### src/rtl/core/midi_note_priority_cc_decoder_top_defines.svh
// ----------------------------------------------------------------------------
// MIDI note priority / CC decoder - assertion macros
// Shared concurrent assertion forms, synchronous active-low reset.
// ----------------------------------------------------------------------------
`ifndef MIDI_NOTE_PRIORITY_CC_DECODER_TOP_DEFINES_SVH
`define MIDI_NOTE_PRIORITY_CC_DECODER_TOP_DEFINES_SVH

// same-cycle implication
`define MNPD_ASSERT_IMPL(label, clk, rst_n, ante, cons) \
    label: assert property (@(posedge clk) disable iff (!rst_n) (ante) |-> (cons)) \
        else $error("mnpd: assertion failed");

// next-cycle implication
`define MNPD_ASSERT_NEXT(label, clk, rst_n, ante, cons) \
    label: assert property (@(posedge clk) disable iff (!rst_n) (ante) |=> (cons)) \
        else $error("mnpd: assertion failed");

`endif

### src/rtl/core/mnpd_pkg.sv
// ----------------------------------------------------------------------------
// mnpd_pkg
// Types, constants and the CC scaling function of the note priority decoder.
// ----------------------------------------------------------------------------
`default_nettype none

package mnpd_pkg;

    localparam int NOTE_W = 7;
    localparam int NOTES  = 1 << NOTE_W;
    localparam int LVL_W  = 10;
    localparam int CHAN_W = 4;
    localparam int CTRL_W = 7;
    localparam int DATA_W = 7;

    localparam logic [3:0] MSG_NOTE_OFF = 4'h8;
    localparam logic [3:0] MSG_NOTE_ON  = 4'h9;
    localparam logic [3:0] MSG_CC       = 4'hB;

    localparam logic [1:0] PKT_FULL = 2'd3;

    localparam logic [CTRL_W-1:0] SECOND_CTRL_RESET = 7'd1;

    localparam int DATA_MAX = 127;

    typedef enum logic [1:0] {
        REG_CHANNEL     = 2'd0,
        REG_FIRST_CTRL  = 2'd1,
        REG_SECOND_CTRL = 2'd2
    } t_reg_idx;

    typedef struct packed {
        logic              command;
        logic [1:0]        packet_length;
        logic [7:0]        status_byte;
        logic [DATA_W-1:0] data_first;
        logic [DATA_W-1:0] data_second;
    } t_item;

    typedef struct packed {
        logic              found;
        logic [NOTE_W-1:0] note;
    } t_pick;

    // floor(v*1023/127) = 8v + floor(7v/127)
    function automatic logic [LVL_W-1:0] scale_level(input logic [DATA_W-1:0] v);
        logic [LVL_W-1:0] seven_v;
        logic [2:0]       q;
        seven_v = {v, 3'b000} - {3'b000, v};
        q = 3'd0;
        for (int k = 1; k < 8; k++) begin
            if (seven_v >= LVL_W'(DATA_MAX * k)) begin
                q = q + 3'd1;
            end
        end
        return {v, 3'b000} + {7'b0, q};
    endfunction

endpackage

`default_nettype wire

### src/rtl/core/mnpd_prio_enc.sv
// ----------------------------------------------------------------------------
// mnpd_prio_enc
// Highest-set-bit encoder over the held-note vector, balanced binary tree.
// ----------------------------------------------------------------------------
`default_nettype none

module mnpd_prio_enc (
    input  wire logic [mnpd_pkg::NOTES-1:0] i_bits,
    output mnpd_pkg::t_pick                 o_pick
);
    import mnpd_pkg::*;

    localparam int INNER = NOTES - 1;
    localparam int NODES = 2 * NOTES - 1;

    logic [NODES-1:0]  w_found;
    logic [NOTE_W-1:0] w_idx [NODES];

    // leaves in ascending note order, right child holds the higher notes
    for (genvar g = 0; g < NOTES; g++) begin : g_leaf
        assign w_found[INNER+g] = i_bits[g];
        assign w_idx[INNER+g]   = NOTE_W'(g);
    end

    for (genvar k = 0; k < INNER; k++) begin : g_node
        assign w_found[k] = w_found[2*k+1] | w_found[2*k+2];
        assign w_idx[k]   = w_found[2*k+2] ? w_idx[2*k+2] : w_idx[2*k+1];
    end

    assign o_pick.found = w_found[0];
    assign o_pick.note  = w_idx[0];

endmodule

`default_nettype wire

### src/rtl/core/midi_note_priority_cc_decoder_top.sv
// ----------------------------------------------------------------------------
// midi_note_priority_cc_decoder_top
// MIDI highest-note-priority decoder with two scaled controller levels.
// ----------------------------------------------------------------------------
// Input channel (i_in_valid / o_in_ready) carries one message or removal
// event per word; output channel (o_out_valid / i_out_ready) returns one
// result word per input word: both levels, current note, any-held flag.
// The input register loads at the accepting edge; the state and result
// registers load from it when the output is free, raising o_out_valid.
// Throughput: one word per cycle without stalls; the held-note update and
// the 128-way priority encoder are combinational between the two registers.
// When the receiver stalls, the result holds and the input register still
// takes one more word; o_in_ready drops only when both are full.
// Reset (synchronous, active low) clears held notes, levels and note to
// zero, the listen channel to 0 and the controllers to 0 and 1.
// Configuration: APB, listen channel at 0x0, first controller at 0x4,
// second controller at 0x8; write only while the block is idle.
// ----------------------------------------------------------------------------
`default_nettype none

`include "midi_note_priority_cc_decoder_top_defines.svh"

module midi_note_priority_cc_decoder_top (
    input  wire logic                          i_clk,
    input  wire logic                          i_rst_n,

    input  wire logic                          psel,
    input  wire logic                          penable,
    input  wire logic                          pwrite,
    input  wire logic [3:0]                    paddr,
    input  wire logic [31:0]                   pwdata,
    output logic      [31:0]                   prdata,
    output logic                               pready,

    input  wire logic                          i_in_valid,
    output logic                               o_in_ready,
    input  wire logic                          i_command,
    input  wire logic [1:0]                    i_packet_length,
    input  wire logic [7:0]                    i_status_byte,
    input  wire logic [mnpd_pkg::DATA_W-1:0]   i_data_first,
    input  wire logic [mnpd_pkg::DATA_W-1:0]   i_data_second,

    output logic                               o_out_valid,
    input  wire logic                          i_out_ready,
    output logic [mnpd_pkg::LVL_W-1:0]         o_first_level,
    output logic [mnpd_pkg::LVL_W-1:0]         o_second_level,
    output logic [mnpd_pkg::NOTE_W-1:0]        o_current_note,
    output logic                               o_any_held
);
    import mnpd_pkg::*;

    // configuration
    logic [CHAN_W-1:0] r_channel;
    logic [CTRL_W-1:0] r_first_ctrl;
    logic [CTRL_W-1:0] r_second_ctrl;
    logic              w_cfg_wr;

    // input register
    t_item r_in;
    logic  r_in_valid;
    logic  n_in_valid;

    // state / result
    logic [NOTES-1:0]  r_held;
    logic [NOTES-1:0]  n_held;
    logic [LVL_W-1:0]  r_first_lvl;
    logic [LVL_W-1:0]  n_first_lvl;
    logic [LVL_W-1:0]  r_second_lvl;
    logic [LVL_W-1:0]  n_second_lvl;
    logic [NOTE_W-1:0] r_note;
    logic [NOTE_W-1:0] n_note;
    logic              r_any_held;
    logic              r_out_valid;
    logic              n_out_valid;

    logic              w_accept;
    logic              w_adv;
    logic              w_fire;
    logic              w_msg;
    logic              w_cc;
    logic              w_note_on;
    logic              w_note_off;
    logic [LVL_W-1:0]  w_level;
    t_pick             w_pick;

    // ---------------- configuration port ----------------
    assign pready   = 1'b1;
    assign w_cfg_wr = psel & penable & pwrite & pready;

    always_ff @(posedge i_clk) begin
        if (!i_rst_n) begin
            r_channel     <= '0;
            r_first_ctrl  <= '0;
            r_second_ctrl <= SECOND_CTRL_RESET;
        end else if (w_cfg_wr) begin
            unique case (paddr[3:2])
                REG_CHANNEL:     r_channel     <= pwdata[CHAN_W-1:0];
                REG_FIRST_CTRL:  r_first_ctrl  <= pwdata[CTRL_W-1:0];
                REG_SECOND_CTRL: r_second_ctrl <= pwdata[CTRL_W-1:0];
                default: ;
            endcase
        end
    end

    always_comb begin
        unique case (paddr[3:2])
            REG_CHANNEL:     prdata = {{(32-CHAN_W){1'b0}}, r_channel};
            REG_FIRST_CTRL:  prdata = {{(32-CTRL_W){1'b0}}, r_first_ctrl};
            REG_SECOND_CTRL: prdata = {{(32-CTRL_W){1'b0}}, r_second_ctrl};
            default:         prdata = '0;
        endcase
    end

    // ---------------- handshake ----------------
    assign w_adv      = !r_out_valid || i_out_ready;
    assign w_fire     = r_in_valid && w_adv;
    assign o_in_ready = !r_in_valid || w_adv;
    assign w_accept   = i_in_valid && o_in_ready;

    always_comb begin
        n_in_valid = r_in_valid;
        if (w_accept) begin
            n_in_valid = 1'b1;
        end else if (w_fire) begin
            n_in_valid = 1'b0;
        end
    end

    always_comb begin
        n_out_valid = r_out_valid;
        if (w_fire) begin
            n_out_valid = 1'b1;
        end else if (i_out_ready) begin
            n_out_valid = 1'b0;
        end
    end

    always_ff @(posedge i_clk) begin
        if (!i_rst_n) begin
            r_in_valid  <= 1'b0;
            r_out_valid <= 1'b0;
        end else begin
            r_in_valid  <= n_in_valid;
            r_out_valid <= n_out_valid;
        end
    end

    always_ff @(posedge i_clk) begin
        if (w_accept) begin
            r_in.command       <= i_command;
            r_in.packet_length <= i_packet_length;
            r_in.status_byte   <= i_status_byte;
            r_in.data_first    <= i_data_first;
            r_in.data_second   <= i_data_second;
        end
    end

    // ---------------- decode and update ----------------
    assign w_msg      = !r_in.command && (r_in.packet_length == PKT_FULL)
                        && (r_in.status_byte[3:0] == r_channel);
    assign w_cc       = w_msg && (r_in.status_byte[7:4] == MSG_CC);
    assign w_note_on  = w_msg && (r_in.status_byte[7:4] == MSG_NOTE_ON)
                        && (r_in.data_second != '0);
    assign w_note_off = w_msg && ((r_in.status_byte[7:4] == MSG_NOTE_OFF)
                        || ((r_in.status_byte[7:4] == MSG_NOTE_ON)
                            && (r_in.data_second == '0)));
    assign w_level    = scale_level(r_in.data_second);

    always_comb begin
        priority if (r_in.command) begin
            n_held = '0;
        end else if (w_note_on) begin
            n_held = r_held | (NOTES'(1) << r_in.data_first);
        end else if (w_note_off) begin
            n_held = r_held & ~(NOTES'(1) << r_in.data_first);
        end else begin
            n_held = r_held;
        end
    end

    mnpd_prio_enc u_prio_enc (
        .i_bits (n_held),
        .o_pick (w_pick)
    );

    always_comb begin
        n_note = r_note;
        if ((w_note_on || w_note_off) && w_pick.found) begin
            n_note = w_pick.note;
        end
        n_first_lvl  = r_first_lvl;
        n_second_lvl = r_second_lvl;
        if (w_cc && (r_in.data_first == r_first_ctrl)) begin
            n_first_lvl = w_level;
        end
        if (w_cc && (r_in.data_first == r_second_ctrl)) begin
            n_second_lvl = w_level;
        end
    end

    always_ff @(posedge i_clk) begin
        if (!i_rst_n) begin
            r_held       <= '0;
            r_first_lvl  <= '0;
            r_second_lvl <= '0;
            r_note       <= '0;
            r_any_held   <= 1'b0;
        end else if (w_fire) begin
            r_held       <= n_held;
            r_first_lvl  <= n_first_lvl;
            r_second_lvl <= n_second_lvl;
            r_note       <= n_note;
            r_any_held   <= w_pick.found;
        end
    end

    assign o_out_valid    = r_out_valid;
    assign o_first_level  = r_first_lvl;
    assign o_second_level = r_second_lvl;
    assign o_current_note = r_note;
    assign o_any_held     = r_any_held;

    // ---------------- assertions ----------------
    `MNPD_ASSERT_IMPL(a_any_held_matches, i_clk, i_rst_n, 1'b1, r_any_held == (|r_held))
    `MNPD_ASSERT_IMPL(a_note_is_highest, i_clk, i_rst_n, r_any_held, (r_held >> r_note) == NOTES'(1))
    `MNPD_ASSERT_NEXT(a_fire_gives_result, i_clk, i_rst_n, w_fire, r_out_valid)

endmodule

`default_nettype wire

### config.mk
export PLATFORM = sky130hd
export DESIGN_NAME = midi_note_priority_cc_decoder_top
export DESIGN_NICKNAME = d
export VERILOG_FILES = /design/src/rtl/core/mnpd_pkg.sv /design/src/rtl/core/mnpd_prio_enc.sv /design/src/rtl/core/midi_note_priority_cc_decoder_top.sv
export VERILOG_INCLUDE_DIRS = /design/src /design/src/rtl/core
export SDC_FILE = /design/constraint.sdc
export NUM_CORES = 1
export LEC_CHECK = 0
export BUFFER_PORTS_ARGS = -buffer_cell sky130_fd_sc_hd__buf_2
export CAP_MARGIN = 20
export CORE_ASPECT_RATIO = 0.6
export CORE_UTILIZATION = 40
export DETAILED_ROUTE_END_ITERATION = 10
export SYNTH_ARGS = -nofsm -noshare
export SYNTH_HDL_FRONTEND = slang
export SYNTH_SLANG_ARGS = --single-unit
### constraint.sdc
create_clock -name i_clk -period 8 [get_ports i_clk]
set_clock_uncertainty 0.15 [all_clocks]
set_input_delay 1.6 -clock i_clk [delete_from_list [all_inputs] [get_ports i_clk]]
set_output_delay 1.6 -clock i_clk [all_outputs]
set_load 0.01 [all_outputs]
==> Word-level counts from Yosys, hierarchy flattened <==
Cells that the tools add are included.
{ "word_totals": {"register_bits": 201, "output_inout_bits": 63, "elab_cells": 344} }
{ "op_classes": {"n_addsub": 8, "magnitude_cmp": 7, "eq_ne": 9, "shift": 1, "mux": 142, "bitwise_logic": 132, "reduce_logical": 30} }
{ "op_table": {"columns": ["cell", "n"], "rows": [
  ["$mux W128", 3],
  ["$and A128 B128 Y128", 1],
  ["$not A128 Y128", 1],
  ["$or A128 B128 Y128", 1],
  ["$shl A1 B7 Y128 const A", 1],
  ["$or A1 B1 Y1", 127],
  ["$mux W1", 69],
  ["$mux W3", 22],
  ["$mux W2", 32],
  ["$mux W4", 8],
  ["$ge A10 B10 Y1 const B", 3],
  ["$pmux W7 S3", 1],
  ["$ge A10 B9 Y1 const B", 2],
  ["$mux W5", 4],
  ["$add A3 B1 Y3 const B", 6],
  ["$eq A7 B7 Y1", 2],
  ["$eq A4 B4 Y1 const B", 3],
  ["$logic_and A1 B1 Y1", 12],
  ["$mux W6", 2],
  ["$reduce_and A2 Y1", 6],
  ["$add A10 B3 Y10", 1],
  ["$ge A10 B7 Y1 const B", 1],
  ["$ge A10 B8 Y1 const B", 1],
  ["$sub A10 B7 Y10", 1],
  ["11 further kinds", 19]
]} }

==> Logic depth before layout (Yosys ltp) <==
Gate-level depths: netlist of the first run.
{ "logic_depth": {"ltp_word": 16, "mapped_depth": 27, "ltp_nobuf": 27} }

==> By module <==
From an unflattened synthesis of the first run, not the netlist that was laid out.
{ "unflattened": {"hier_cells": 1764, "hier_area_um2": 12921.1} }
{ "modules_own_cells": {"columns": ["mod", "instances", "cells_per_inst", "area_each_um2", "seq_area_each_um2"], "rows": [
  ["midi_note_priority_cc_decoder_top", 1, 1522, 11469.8, 4274.1],
  ["mnpd_prio_enc", 1, 242, 1451.4, 0.0]
]} }

==> Worst setup path before layout of the first run <==
OpenSTA, ideal clock, no wires.
{ "synth_path": {"kind": "flip-flop to flip-flop", "from": "register r_in[0] (netlist bit)", "to": "register r_second_lvl[2] (netlist: o_second_level[2])", "setup_ps": 128, "arrival_ps": 5415, "slack_ps": 2307, "stages_incl_launch_ff": 27, "n_path_buf": 0, "path_cell_list": "edfxtp_1 -> ha_1 -> nor4b_1 -> o21a_1 -> o21a_1 -> a2111o_1 -> nor3_1 -> o2111a_1 -> or2_2 -> inv_1 -> ha_1 -> xnor2_1 -> ha_1 -> inv_1 -> nor2_1 -> mux2_2 -> or2_2 -> ha_1 -> nand2b_1 -> o21a_1 -> ha_1 -> o2111ai_1 -> xor2_1 -> xnor3_1 -> xor2_1 -> mux2i_1 -> nor2_1"} }
{ "synth_between": {"elab_chain_len": 16, "word_cells_on_any_way": 22, "cone_classes": "8 x add/sub; 7 x order compare; 7 x mux"} }
{ "synth_lines": {"columns": ["item", "line_no", "text"], "rows": [
  ["start: declaration", "midi_note_priority_cc_decoder_top.sv:59", "t_item r_in;"],
  ["$sub A10 B7 Y10 (*)", "mnpd_pkg.sv:49", "seven_v = {v, 3'b000} - {3'b000, v};"],
  ["$ge A10 B7 Y1", "mnpd_pkg.sv:52", "if (seven_v >= LVL_W'(DATA_MAX * k)) begin"],
  ["$mux W1", "mnpd_pkg.sv:52", null],
  ["$add A3 B1 Y3", "mnpd_pkg.sv:53", "q = q + 3'd1;"],
  ["$mux W3", "mnpd_pkg.sv:52", null],
  ["$add A3 B1 Y3", "mnpd_pkg.sv:53", null],
  ["$mux W3", "mnpd_pkg.sv:52", null],
  ["$add A3 B1 Y3", "mnpd_pkg.sv:53", null],
  ["$mux W3", "mnpd_pkg.sv:52", null],
  ["$add A3 B1 Y3", "mnpd_pkg.sv:53", null],
  ["$mux W3", "mnpd_pkg.sv:52", null],
  ["$add A3 B1 Y3", "mnpd_pkg.sv:53", null],
  ["$mux W3", "mnpd_pkg.sv:52", null],
  ["$add A3 B1 Y3", "mnpd_pkg.sv:53", null],
  ["$mux W3 (*)", "mnpd_pkg.sv:52", null],
  ["$add A10 B3 Y10 (*)", "mnpd_pkg.sv:56", "return {v, 3'b000} + {7'b0, q};"],
  ["end signal: assignment", "midi_note_priority_cc_decoder_top.sv:211", "r_second_lvl <= n_second_lvl;"],
  ["end: declaration", "midi_note_priority_cc_decoder_top.sv:68", "logic [LVL_W-1:0] r_second_lvl;"]
]} }
Every way passes the cells marked *; elsewhere a longest branch is shown, timed or not.
A chain may end at the register's enable or synchronous reset.

==> Final worst setup path of the first run <==
Ends and elaborated chain as after synthesis.

==> results.sh, run 1 <==
export IMPL_crit_type="flop to flop"
export IMPL_drtIter0Drc=2194
export IMPL_syn2layout_area_growth_pct=9.93
export IMPL_gp_congestion=0.993
export IMPL_nNetsFinal=2068
export IMPL_grt_setup_unrepaired="no"
export IMPL_synth_edff_count=25
export IMPL_die_area_sq_um=38400
export IMPL_pre_cts_ws_ns=1.59
export IMPL_p_leak_nw=5.98
export IMPL_cp_startpoint="r_in[0]"
export IMPL_synth_flop_cell="dfxtp_1"
export IMPL_async_reset_ff_share_pct=0
export IMPL_seq_power_share_pct=38.4
export IMPL_port_buffer_count=77
export IMPL_cts_resized=0
export IMPL_detail_route_wirelength_mm=57.3
export IMPL_start_util_pct=41.0
export IMPL_setup_viol=0
export IMPL_tightest_slew_ns=1.25
export IMPL_hold_buffers=0
export IMPL_synth_seq_cells=201
export IMPL_die_h_um=152
export IMPL_finalHoldViolations=0
export IMPL_hp_class="flop to flop"
export IMPL_arrival_ns=6.74
export IMPL_antennaDiodeCount=0
export IMPL_fin_hold_ws_ns=0.301
export IMPL_clockBufferDepth=3
export IMPL_fin_crit_sh_pct=80.9
export IMPL_syn_area_per_cell_sq_um=7.47
export IMPL_drc=0
export IMPL_status="finished, final reports clean"
export IMPL_cts_htree_levels=1
export IMPL_ir_worst_vdd_mv=0.134
export IMPL_timing_rr_start="r_in[0]"
export IMPL_viasPerCell=6.38
export IMPL_ys_warn_count=0
export IMPL_maxSlewHeadroom_pct=16.4
export IMPL_clockRootBuffer="clkbuf_16"
export IMPL_cts_made_buffers=23
export IMPL_firstDrtPassIters=6
export IMPL_grt_max_degree=99
export IMPL_cts_tree="built"
export IMPL_final_setup_tns_ns=0
export IMPL_cellPowerDensity_nw_per_um2=168
export IMPL_drv_cap=0
export IMPL_final_max_slew_viol_count=0
export IMPL_synth_distinct_cells=104
export IMPL_swShare_pct=30.6
export IMPL_netlist_area_sq_um=15000
export IMPL_nFillCells=3652
export IMPL_final_common_cell="nor2_1"
export IMPL_end_kind="flop"
export IMPL_grt_overflow=0
export IMPL_insertion_delay_ns=0.55
export IMPL_core_sq_um=36700
export IMPL_wl_per_cell_um=22.9
export IMPL_p_clk_share_pct=43.3
export IMPL_dp_hpwl_mm=39.4
export IMPL_worstPathRequired_ns=8.27
export IMPL_grt_pass1_wl_mm=86.3
export IMPL_internal_power_mw=1.93
export IMPL_via_count=16000
export IMPL_io_pins=131
export IMPL_track_usage_pct=28.7
export IMPL_cts_sinks=201
export IMPL_ant_nets=0
export IMPL_syn_inst=2013
export IMPL_worst_slack_ns=1.53
export IMPL_antenna_found_initial=0
export IMPL_r2r_slack_ns=1.53
export IMPL_p_comb_share_pct=18.3
export IMPL_layout_common_cells="nor2_1 (237), nand2_1 (196), a21oi_1 (181)"
export IMPL_hp_start="r_held[96]"
export IMPL_cp_start_kind="flop"
export IMPL_post_cts_setup_buffer_count=0
export IMPL_grt_pass1_vias=14400
export IMPL_worstPathMaxFanout=7
export IMPL_die_x_um=252
export IMPL_p_switching_mw=0.849
export IMPL_clk_pin_slew_ns=0.06
export IMPL_num_rows=54
export IMPL_ys_seq_area_share_pct=28.4
export IMPL_min_period_ns=6.47
export IMPL_layout_drive_gt1_share_pct=11.9
export IMPL_fmax_ghz=0.155
## final timing paths
path / end / cells after the start
max: o_second_level[2] / 25
max reg2reg: o_second_level[2] / 25
min reg2reg: r_held[96] / 2
min: r_held[96] / 2
## power by group through the flow
| stage | combinational (mW) | clock (mW) | sequential, mW |
|---|---|---|---|
| after floorplan | 0.346 | 0 | 1.08 |
| after global placement | 0.477 | 0 | 1.09 |
| after detailed placement | 0.483 | 0 | 1.09 |
| after CTS | 0.485 | 1.21 | 1.07 |
| after global routing | 0.539 | 1.26 | 1.07 |
| final | 0.508 | 1.20 | 1.07 |
## worst max-delay path: stages, from the launching register on
cell       delay [ns]
edfxtp_1         0.50
ha_1             0.40
nor4b_1          0.16
o21a_1           0.24
o2111a_1         0.26
a211oi_1         0.79
o2111a_1         0.30
or2_2            0.13
inv_1            0.04
ha_1             0.32
xnor2_1          0.34
ha_1             0.34
inv_1            0.07
nor2_1           0.04
mux2_2           0.28
or2_2            0.29
ha_1             0.29
nand2b_1         0.16
o21a_1           0.12
ha_1             0.21
o2111ai_1        0.12
xor2_1           0.18
xnor3_1          0.24
xor2_1           0.18
mux2i_1          0.13
nor2_1           0.06
## metal layers
| metal | vias to the layer above | wire, um | global-route usage [%] |
|---|---|---|---|
| met3 | 90 | 8620 | 13.0 |
| met1 | 7597 | 26200 | 42.6 |
| met4 | 0 | 1030 | 5.97 |
| met5 | - | 0 | 0.373 |
| li1 | 7359 | - | - |
| met2 | 931 | 21400 | 37.0 |
## cell type report
| type | instances | area, sq um | area share [%] |
|---|---|---|---|
| clock inverter | 14 | 230 | 1.39 |
| inverter | 31 | 121 | 0.735 |
| tap | 504 | 631 | 3.82 |
| timing repair buffer | 130 | 813 | 4.92 |
| multi-input combinational | 1599 | 9870 | 59.7 |
| sequential | 201 | 4270 | 25.9 |
| clock buffer | 26 | 587 | 3.55 |
## stage by stage
| step | util, % | std cells | instance area (sq um) | power [mW] |
|---|---|---|---|---|
| finish | 45.0 | 2505 | 16500 | 2.78 |
| global route | 45.0 | 2505 | 16500 | 2.87 |
| CTS | 44.9 | 2502 | 16500 | 2.76 |
| detailed placement | 42.7 | 2462 | 15700 | 1.57 |
| global placement | 42.7 | 2461 | 15700 | 1.57 |
| floorplan | - | 2037 | 15100 | 1.42 |
## sequential cells by signal, indices dropped and copies added (netlist names)
| name | flops |
|---|---|
| o_second_level | 10 |
| r_in | 25 |
| r_channel | 4 |
| o_any_held | 1 |
| r_second_ctrl | 7 |
| o_out_valid | 1 |
| r_in_valid | 1 |
| r_first_ctrl | 7 |
| r_held | 128 |
| o_first_level | 10 |
| o_current_note | 7 |
## cell usage after synthesis (all sizes together), types with 14 or more instances
master | n | share of area, %
nor2 | 239 | 6.0
nand2 | 196 | 4.9
a21oi | 181 | 6.0
dfxtp | 176 | 23
clkbuf | 127 | 3.2
o21ai | 117 | 3.9
mux2i | 80 | 5.3
buf | 79 | 3.1
nor3 | 68 | 2.4
nand3 | 60 | 2.1
nand4 | 46 | 1.9
nor4 | 44 | 2.3
a211oi | 43 | 2.2
a31oi | 41 | 1.7
nor2b | 39 | 1.6
inv | 31 | 0.77
edfxtp | 25 | 5.0
nand2b | 24 | 1.0
xor2 | 23 | 1.3
o31ai | 19 | 0.95
a22oi | 16 | 0.80
o211ai | 16 | 0.83
or2 | 15 | 0.62
or3 | 15 | 0.66
ha | 14 | 1.2
nor4b | 14 | 1.0
o21a | 14 | 0.70
## kinds of logic (layout without fill, tap and decap cells)
| logic type | after synthesis | in the layout | synth area share [%] |
|---|---|---|---|
| adder cells (fa/ha/maj) | 14 | 14 | 1.17 |
| AO/OA/AOI/OAI | 589 | 589 | 25.6 |
| multiplexers | 89 | 89 | 6.00 |
| XOR/XNOR | 27 | 27 | 1.71 |
| flip-flops | 201 | 201 | 28.4 |
| AND/OR/NAND/NOR | 854 | 854 | 30.0 |
| buffers and inverters | 237 | 201 | 7.04 |
| other | 2 | 26 | 0.0500 |
No activity file was read; power rests on OpenSTA's default activity.
==> run 2: changes to the inputs <==
==> constraint.sdc (replaced) <==
create_clock -name i_clk -period 5.95 [get_ports i_clk]
set_clock_uncertainty 0.15 [all_clocks]
set_input_delay 1.19 -clock i_clk [delete_from_list [all_inputs] [get_ports i_clk]]
set_output_delay 1.19 -clock i_clk [all_outputs]
set_load 0.01 [all_outputs]
==> run 2 against run 1 <==
Flip-flop and latch count unchanged. Sequential power increased by 35%. Maximum frequency increased by 13%. Register-to-register slack got worse by 1.3 ns. Clock power increased by 28%. Design area increased by 3.5%. First-iteration DRC count increased by 9.4%. Worst hold slack improved by 0.0023 ns. Count of clock-buffer cells in the layout increased by 5. Combinational power increased by 48%. Core utilization increased by 1.6 points.
==> results.sh, run 2 (synthesis gave the netlist of run 1 again) <==
export IMPL_drc=0
export IMPL_core_sq_um=36700
export IMPL_worstPathRequired_ns=6.22
export IMPL_cellPowerDensity_nw_per_um2=219
export IMPL_antenna_found_initial=0
export IMPL_cp_start_kind="flop"
export IMPL_drv_cap=0
export IMPL_grt_pass1_vias=14600
export IMPL_cp_startpoint="r_in[0]"
export IMPL_critical_path_top_delay_family="simple AND/OR/NAND/NOR gates"
export IMPL_fmax_ghz=0.175
export IMPL_cts_sinks=201
export IMPL_ant_nets=0
export IMPL_end_kind="flop"
export IMPL_slowest_delay_ns=0.49
export IMPL_io_pins=131
export IMPL_arrival_ns=5.98
export IMPL_layout_common_cells="nor2_1 (237), nand2_1 (196), a21oi_1 (181)"
export IMPL_multi_input_area_sq_um=9990
export IMPL_holdPathStages=2
export IMPL_min_period_ns=5.72
export IMPL_clockBufferDepth=3
export IMPL_final_cells=2570
export IMPL_worstPathMaxFanout=4
export IMPL_antennaDiodeCount=0
export IMPL_clk_pin_slew_ns=0.06
export IMPL_cts_made_buffers=23
export IMPL_layout_drive_gt1_share_pct=15.7
export IMPL_reg_largest_list="r_held: 128 flops, r_in: 25 flops"
export IMPL_total_power_mw=3.74
export IMPL_insertion_delay_ns=0.55
export IMPL_placed_cells=2523
export IMPL_cts_htree_levels=1
export IMPL_num_rows=54
export IMPL_fin_crit_sh_pct=96.1
export IMPL_hp_class="flop to flop"
export IMPL_grt_pass1_wl_mm=90.7
export IMPL_drtIter0Drc=2401
export IMPL_cts_tree="built"
export IMPL_viasPerCell=6.39
export IMPL_final_setup_tns_ns=0
export IMPL_utilization_pct=46.6
export IMPL_syn2layout_area_growth_pct=13.8
export IMPL_maxSlewHeadroom_pct=25.3
export IMPL_grt_max_degree=83
export IMPL_firstDrtPassIters=8
export IMPL_reg2regPathDepth=26
export IMPL_grt_overflow=0
export IMPL_die_x_um=252
export IMPL_timing_rr_start="r_in[0]"
export IMPL_die_area_sq_um=38400
export IMPL_hp_start="r_held[78]"
export IMPL_detail_route_wirelength_mm=60.6
export IMPL_ir_worst_vdd_mv=0.171
export IMPL_dp_hpwl_mm=43.2
export IMPL_critPathBufInv=3
export IMPL_cp_depth=26
export IMPL_via_count=16400
export IMPL_start_util_pct=41.0
export IMPL_r2r_slack_ns=0.23
export IMPL_nFillCells=3741
export IMPL_track_usage_pct=30.4
export IMPL_gp_congestion=0.991
export IMPL_hold_buffers=0
export IMPL_status="finished, final reports clean"
export IMPL_die_h_um=152
export IMPL_whs_endpoint="r_held[78]"
export IMPL_finalHoldViolations=0
export IMPL_clockRootBuffer="clkbuf_16"
export IMPL_regMostFlops="r_held"
export IMPL_worst_slack_ns=0.233
export IMPL_nNetsFinal=2131
export IMPL_port_buffer_count=77
export IMPL_regArea_sq_um=4270
export IMPL_largest_reg_flops=128
export IMPL_timing_rr_end="o_second_level[2]"
export IMPL_cp_common_cell="ha_1"
export IMPL_pre_cts_ws_ns=0.0252
export IMPL_crit_slowest_cell="edfxtp_1"
export IMPL_tightest_slew_ns=1.09
export IMPL_p_leak_nw=6.30
export IMPL_wl_per_cell_um=23.6
export IMPL_final_max_slew_viol_count=0
export IMPL_crit_type="flop to flop"
export IMPL_final_common_cell="nor2_1"
export IMPL_setup_viol=0
[run 2: cell count changes in the layout (fill, tap and decap cells not counted), moves of 4 or more]
cell / previous run / this run
ha_1: 14 / 10
clkbuf_8: 0 / 5
buf_4: 50 / 114
bufinv_16: 6 / 2
[run 2: layout make-up]
type                       instances  share of cell area [%]
multi-input combinational       1599                    58.4
inverter                          31                   0.710
sequential                       201                    25.0
timing repair buffer             193                    7.49
clock buffer                      31                    3.96
tap                              504                    3.69
clock inverter                    11                   0.710
[run 2: what timing repair did]
item,in CTS,in global routing
gates resized for setup,0,24
setup endpoints to repair,0,4
setup buffers,0,5
[run 2: power by group]
group | total (mW) | internal [mW] | leakage [nW] | switching (mW)
Combinational | 0.753 | 0.266 | 4.24 | 0.487
Clock | 1.54 | 0.889 | 0.391 | 0.655
Sequential | 1.44 | 1.40 | 1.67 | 0.0392
[run 2: worst max-delay path by stage]
stage | endpoint | slack (ns)
6_report | o_second_level[2] | 0.23
5_1_grt | o_second_level[2] | -0.14
4_1_cts | o_second_level[2] | 0.02
3_5_place_dp | o_first_level[2] | 0.03
3_3_place_gp | o_first_level[2] | 0.11
2_1_floorplan | o_second_level[2] | 0.26
[run 2: tightest hold or removal path, delay by kind of cell (launching register included)]
kind	cells	cell delay (ns)
flops	1	0.31
simple gates	1	0.05
compound gates	1	0.05
[run 2: stage by stage]
| stage | cell area [sq um] | hold slack, ns |
|---|---|---|
| after floorplan | 15100 | 0.277 |
| after CTS | 16900 | 0.303 |
| final | 17100 | 0.303 |
| after detailed placement | 16100 | 0.294 |
| after global routing | 17100 | 0.326 |
| after global placement | 16100 | 0.284 |
[run 2: layer usage]
| metal | GRT usage [%] | share of wire [%] | vias up |
|---|---|---|---|
| li1 | - | - | 7485 |
| met3 | 11.4 | 15 | 105 |
| met1 | 46.8 | 46 | 7789 |
| met4 | 5.54 | 1.7 | 2 |
| met5 | 2.61 | 0.20 | - |
| met2 | 38.8 | 38 | 1040 |
==> run 3: changes to the inputs <==
--- a/config.mk
+++ b/config.mk
@@ -11,6 +11,8 @@
 export CORE_ASPECT_RATIO = 0.6
 export CORE_UTILIZATION = 40
 export DETAILED_ROUTE_END_ITERATION = 10
+export MAX_ROUTING_LAYER = met4
 export SYNTH_ARGS = -nofsm -noshare
 export SYNTH_HDL_FRONTEND = slang
+export SYNTH_HIERARCHICAL = 1
 export SYNTH_SLANG_ARGS = --single-unit
==> constraint.sdc (replaced) <==
create_clock -name i_clk -period 6.4 [get_ports i_clk]
set_clock_uncertainty 0.15 [all_clocks]
set_input_delay 1.28 -clock i_clk [delete_from_list [all_inputs] [get_ports i_clk]]
set_output_delay 1.28 -clock i_clk [all_outputs]
set_load 0.01 [all_outputs]
==> run 3 against run 2 <==
The run now ends with design-rule violations left. Power shrank 22%. Synthesized area shrank 14%. Sequential power shrank 9.7%. Critical path depth shrank 4. Critical endpoint unchanged. Largest cell class unchanged. Largest power group is now registers.
==> results.sh, run 3 <==
export IMPL_final_max_slew_viol_count=0
export IMPL_syn_inst=1764
export IMPL_synth_seq_cells=201
export IMPL_gp_congestion=0.883
export IMPL_grt_max_degree=113
export IMPL_via_count=12500
export IMPL_syn2layout_area_growth_pct=10.9
export IMPL_clockRootBuffer="clkbuf_16"
export IMPL_layout_common_cells="nand2_1 (474), dfxtp_1 (176), a21oi_1 (143)"
export IMPL_async_reset_ff_share_pct=0
export IMPL_firstDrtPassIters=8
export IMPL_layout_drive_gt1_share_pct=11.9
export IMPL_synth_compound_area_share_pct=19.6
export IMPL_cts_made_buffers=22
export IMPL_grt_setup_unrepaired="no"
export IMPL_insertion_delay_ns=0.53
export IMPL_maxSlewHeadroom_pct=25.3
export IMPL_viasPerCell=5.63
export IMPL_cellPowerDensity_nw_per_um2=204
export IMPL_die_h_um=141
export IMPL_r2r_slack_ns=0.34
export IMPL_timing_rr_start="r_in[4]"
export IMPL_status="finished, violations left"
export IMPL_final_cells=2218
export IMPL_core_sq_um=31500
export IMPL_reg2regPathDepth=22
export IMPL_ant_nets=0
export IMPL_holdPathStages=2
export IMPL_synth_top_area_cell="dfxtp_1"
export IMPL_track_usage_pct=24.0
export IMPL_nNetsFinal=1868
export IMPL_grt_pass1_vias=10600
export IMPL_hp_start="r_held[87]"
export IMPL_grt_pass1_wl_mm=61.1
export IMPL_final_common_cell="nand2_1"
export IMPL_synth_top_cell_area_share_pct=27.3
export IMPL_syn_area_per_cell_sq_um=7.32
export IMPL_netlist_area_sq_um=12900
export IMPL_final_setup_tns_ns=0
export IMPL_min_period_ns=6.06
export IMPL_synth_flop_cell="dfxtp_1"
export IMPL_utilization_pct=45.5
export IMPL_regMostFlops="r_held"
export IMPL_muxShareOfSynthArea_pct=5.13
export IMPL_synth_most_common_cell="nand2_1"
export IMPL_p_leak_nw=4.82
export IMPL_finalHoldViolations=0
export IMPL_ys_warn_count=6
export IMPL_synth_edff_count=25
export IMPL_drc=3
export IMPL_antenna_found_initial=0
export IMPL_crit_type="flop to flop"
export IMPL_port_buffer_count=77
export IMPL_drv_cap=0
export IMPL_grt_overflow=0
export IMPL_cts_resized=0
export IMPL_wl_per_cell_um=17.8
export IMPL_multi_input_area_sq_um=7990
export IMPL_synth_top_family_by_area="simple AND/OR/NAND/NOR gates"
export IMPL_cts_sinks=201
export IMPL_ir_worst_vdd_mv=0.149
export IMPL_cts_tree="built"
export IMPL_fmax_ghz=0.165
export IMPL_synth_common_cells="nand2_1 (474), dfxtp_1 (176), a21oi_1 (143)"
export IMPL_synth_area_leaders="dfxtp_1 (27%), nand2_1 (14%), a21boi_0 (7.4%)"
export IMPL_hold_buffers=0
export IMPL_nFillCells=3125
export IMPL_worstPathMaxFanout=8
export IMPL_tightest_slew_ns=1.12
export IMPL_whs_endpoint="r_held[87]"
export IMPL_cts_htree_levels=1
export IMPL_cp_start_kind="flop"
export IMPL_placed_cells=2176
export IMPL_drtIter0Drc=1371
export IMPL_violations="design-rule violations"
export IMPL_io_pins=131
export IMPL_antennaDiodeCount=0
export IMPL_ys_seq_area_share_pct=33.1
export IMPL_num_rows=50
export IMPL_clk_pin_slew_ns=0.07
export IMPL_post_cts_setup_buffer_count=0
export IMPL_setup_viol=0
export IMPL_worstPathRequired_ns=6.67
export IMPL_synthSimpleGateAreaFrac_pct=31.9
export IMPL_regArea_sq_um=4270
export IMPL_reg_largest_list="r_held: 128 flops, r_in: 25 flops"
export IMPL_die_area_sq_um=33000
export IMPL_hp_class="flop to flop"
export IMPL_fin_crit_sh_pct=94.7
export IMPL_dp_hpwl_mm=26.7
export IMPL_timing_rr_end="o_second_level[2]"
export IMPL_start_util_pct=41.1
export IMPL_arrival_ns=6.33
export IMPL_detail_route_wirelength_mm=39.4
export IMPL_synth_distinct_cells=86
export IMPL_synth_fa_ha_area_share_pct=1.36
export IMPL_end_kind="flop"
export IMPL_largest_reg_flops=128
export IMPL_clockBufferDepth=3
export IMPL_synthXorXnorAreaFrac_pct=2.75
export IMPL_die_x_um=234
==> run 3: changes by cell type in the layout (fill, tap and decap cells not counted), sizes merged, moves of 21 or more <==
cell    delta
a31oi     -33
buf       -75
xnor2     +21
nand2    +281
a21boi   +122
a211oi    -40
nand3     +46
a21oi     -38
nor3      -40
nor2     -138
o21ai     -57
==> run 3: area by class of cell <==
| class | instances | share of cell area, % |
|---|---|---|
| clock buffers | 29 | 4.18 |
| multi-input cells | 1408 | 55.8 |
| well taps | 416 | 3.63 |
| repair buffers | 119 | 5.08 |
| clock inverters | 11 | 0.620 |
| flip-flops and latches | 201 | 29.8 |
| inverters | 34 | 0.891 |
==> run 3: worst max-delay path: stages (launching register included) <==
cell and delay (ns):
edfxtp_1 0.52, inv_1 0.13, ha_1 0.37, a21o_1 0.23, a32o_1 0.30, or3_4 0.42
xnor2_2 0.22, nand2_1 0.13, or2_2 0.35, inv_1 0.07, ha_1 0.31, xnor2_4 0.23
ha_1 0.28, xnor2_1 0.16, mux2_2 0.27, ha_1 0.28, and3_1 0.16, or2_2 0.30
ha_1 0.19, nand2_1 0.07, xor2_1 0.21, xnor3_1 0.36, a31o_2 0.23
==> run 3: power by group <==
part,internal (mW),switching (mW)
combinational,0.127,0.232
clock,0.702,0.556
sequential,1.29,0.0159
==> run 3: metrics by stage <==
step / power, mW / hold WS, ns / setup WS (ns) / instance area (sq um)
CTS: 2.95 / 0.307 / 0.408 / 14300
floorplan: 1.60 / 0.285 / 0.742 / 13000
global route: 3.03 / 0.329 / 0.142 / 14300
detailed placement: 1.68 / 0.297 / 0.443 / 13600
finish: 2.92 / 0.305 / 0.342 / 14300
global placement: 1.68 / 0.292 / 0.547 / 13600
==> run 3: worst max-delay path by stage <==
stage                       start           endpoint  slack, ns
after global placement    r_in[4]  o_second_level[2]       0.55
after CTS                 r_in[4]  o_second_level[2]       0.41
after global routing      r_in[4]  o_second_level[2]       0.14
after detailed placement  r_in[4]  o_second_level[2]       0.44
after floorplan           r_in[6]  o_second_level[2]       0.74
final                     r_in[4]  o_second_level[2]       0.34
==> run 3: kinds of logic after synthesis <==
logic type                 count (synthesis)
AOI/OAI and AO/OA                        395
xor gates and xnor gates                  33
adders and majority gates                 14
buffers and inverters                    179
DFF                                      201
muxes                                     66
other                                      2
and+or+nand+nor                          874
==> run 3: routing by layer <==
layer,up-vias,GRT usage [%],routed length [um]
met5,-,-,0
met4,0,3.42,422
met3,35,3.84,3530
met2,466,30.4,15300
met1,5934,38.9,20200
li1,6052,-,-
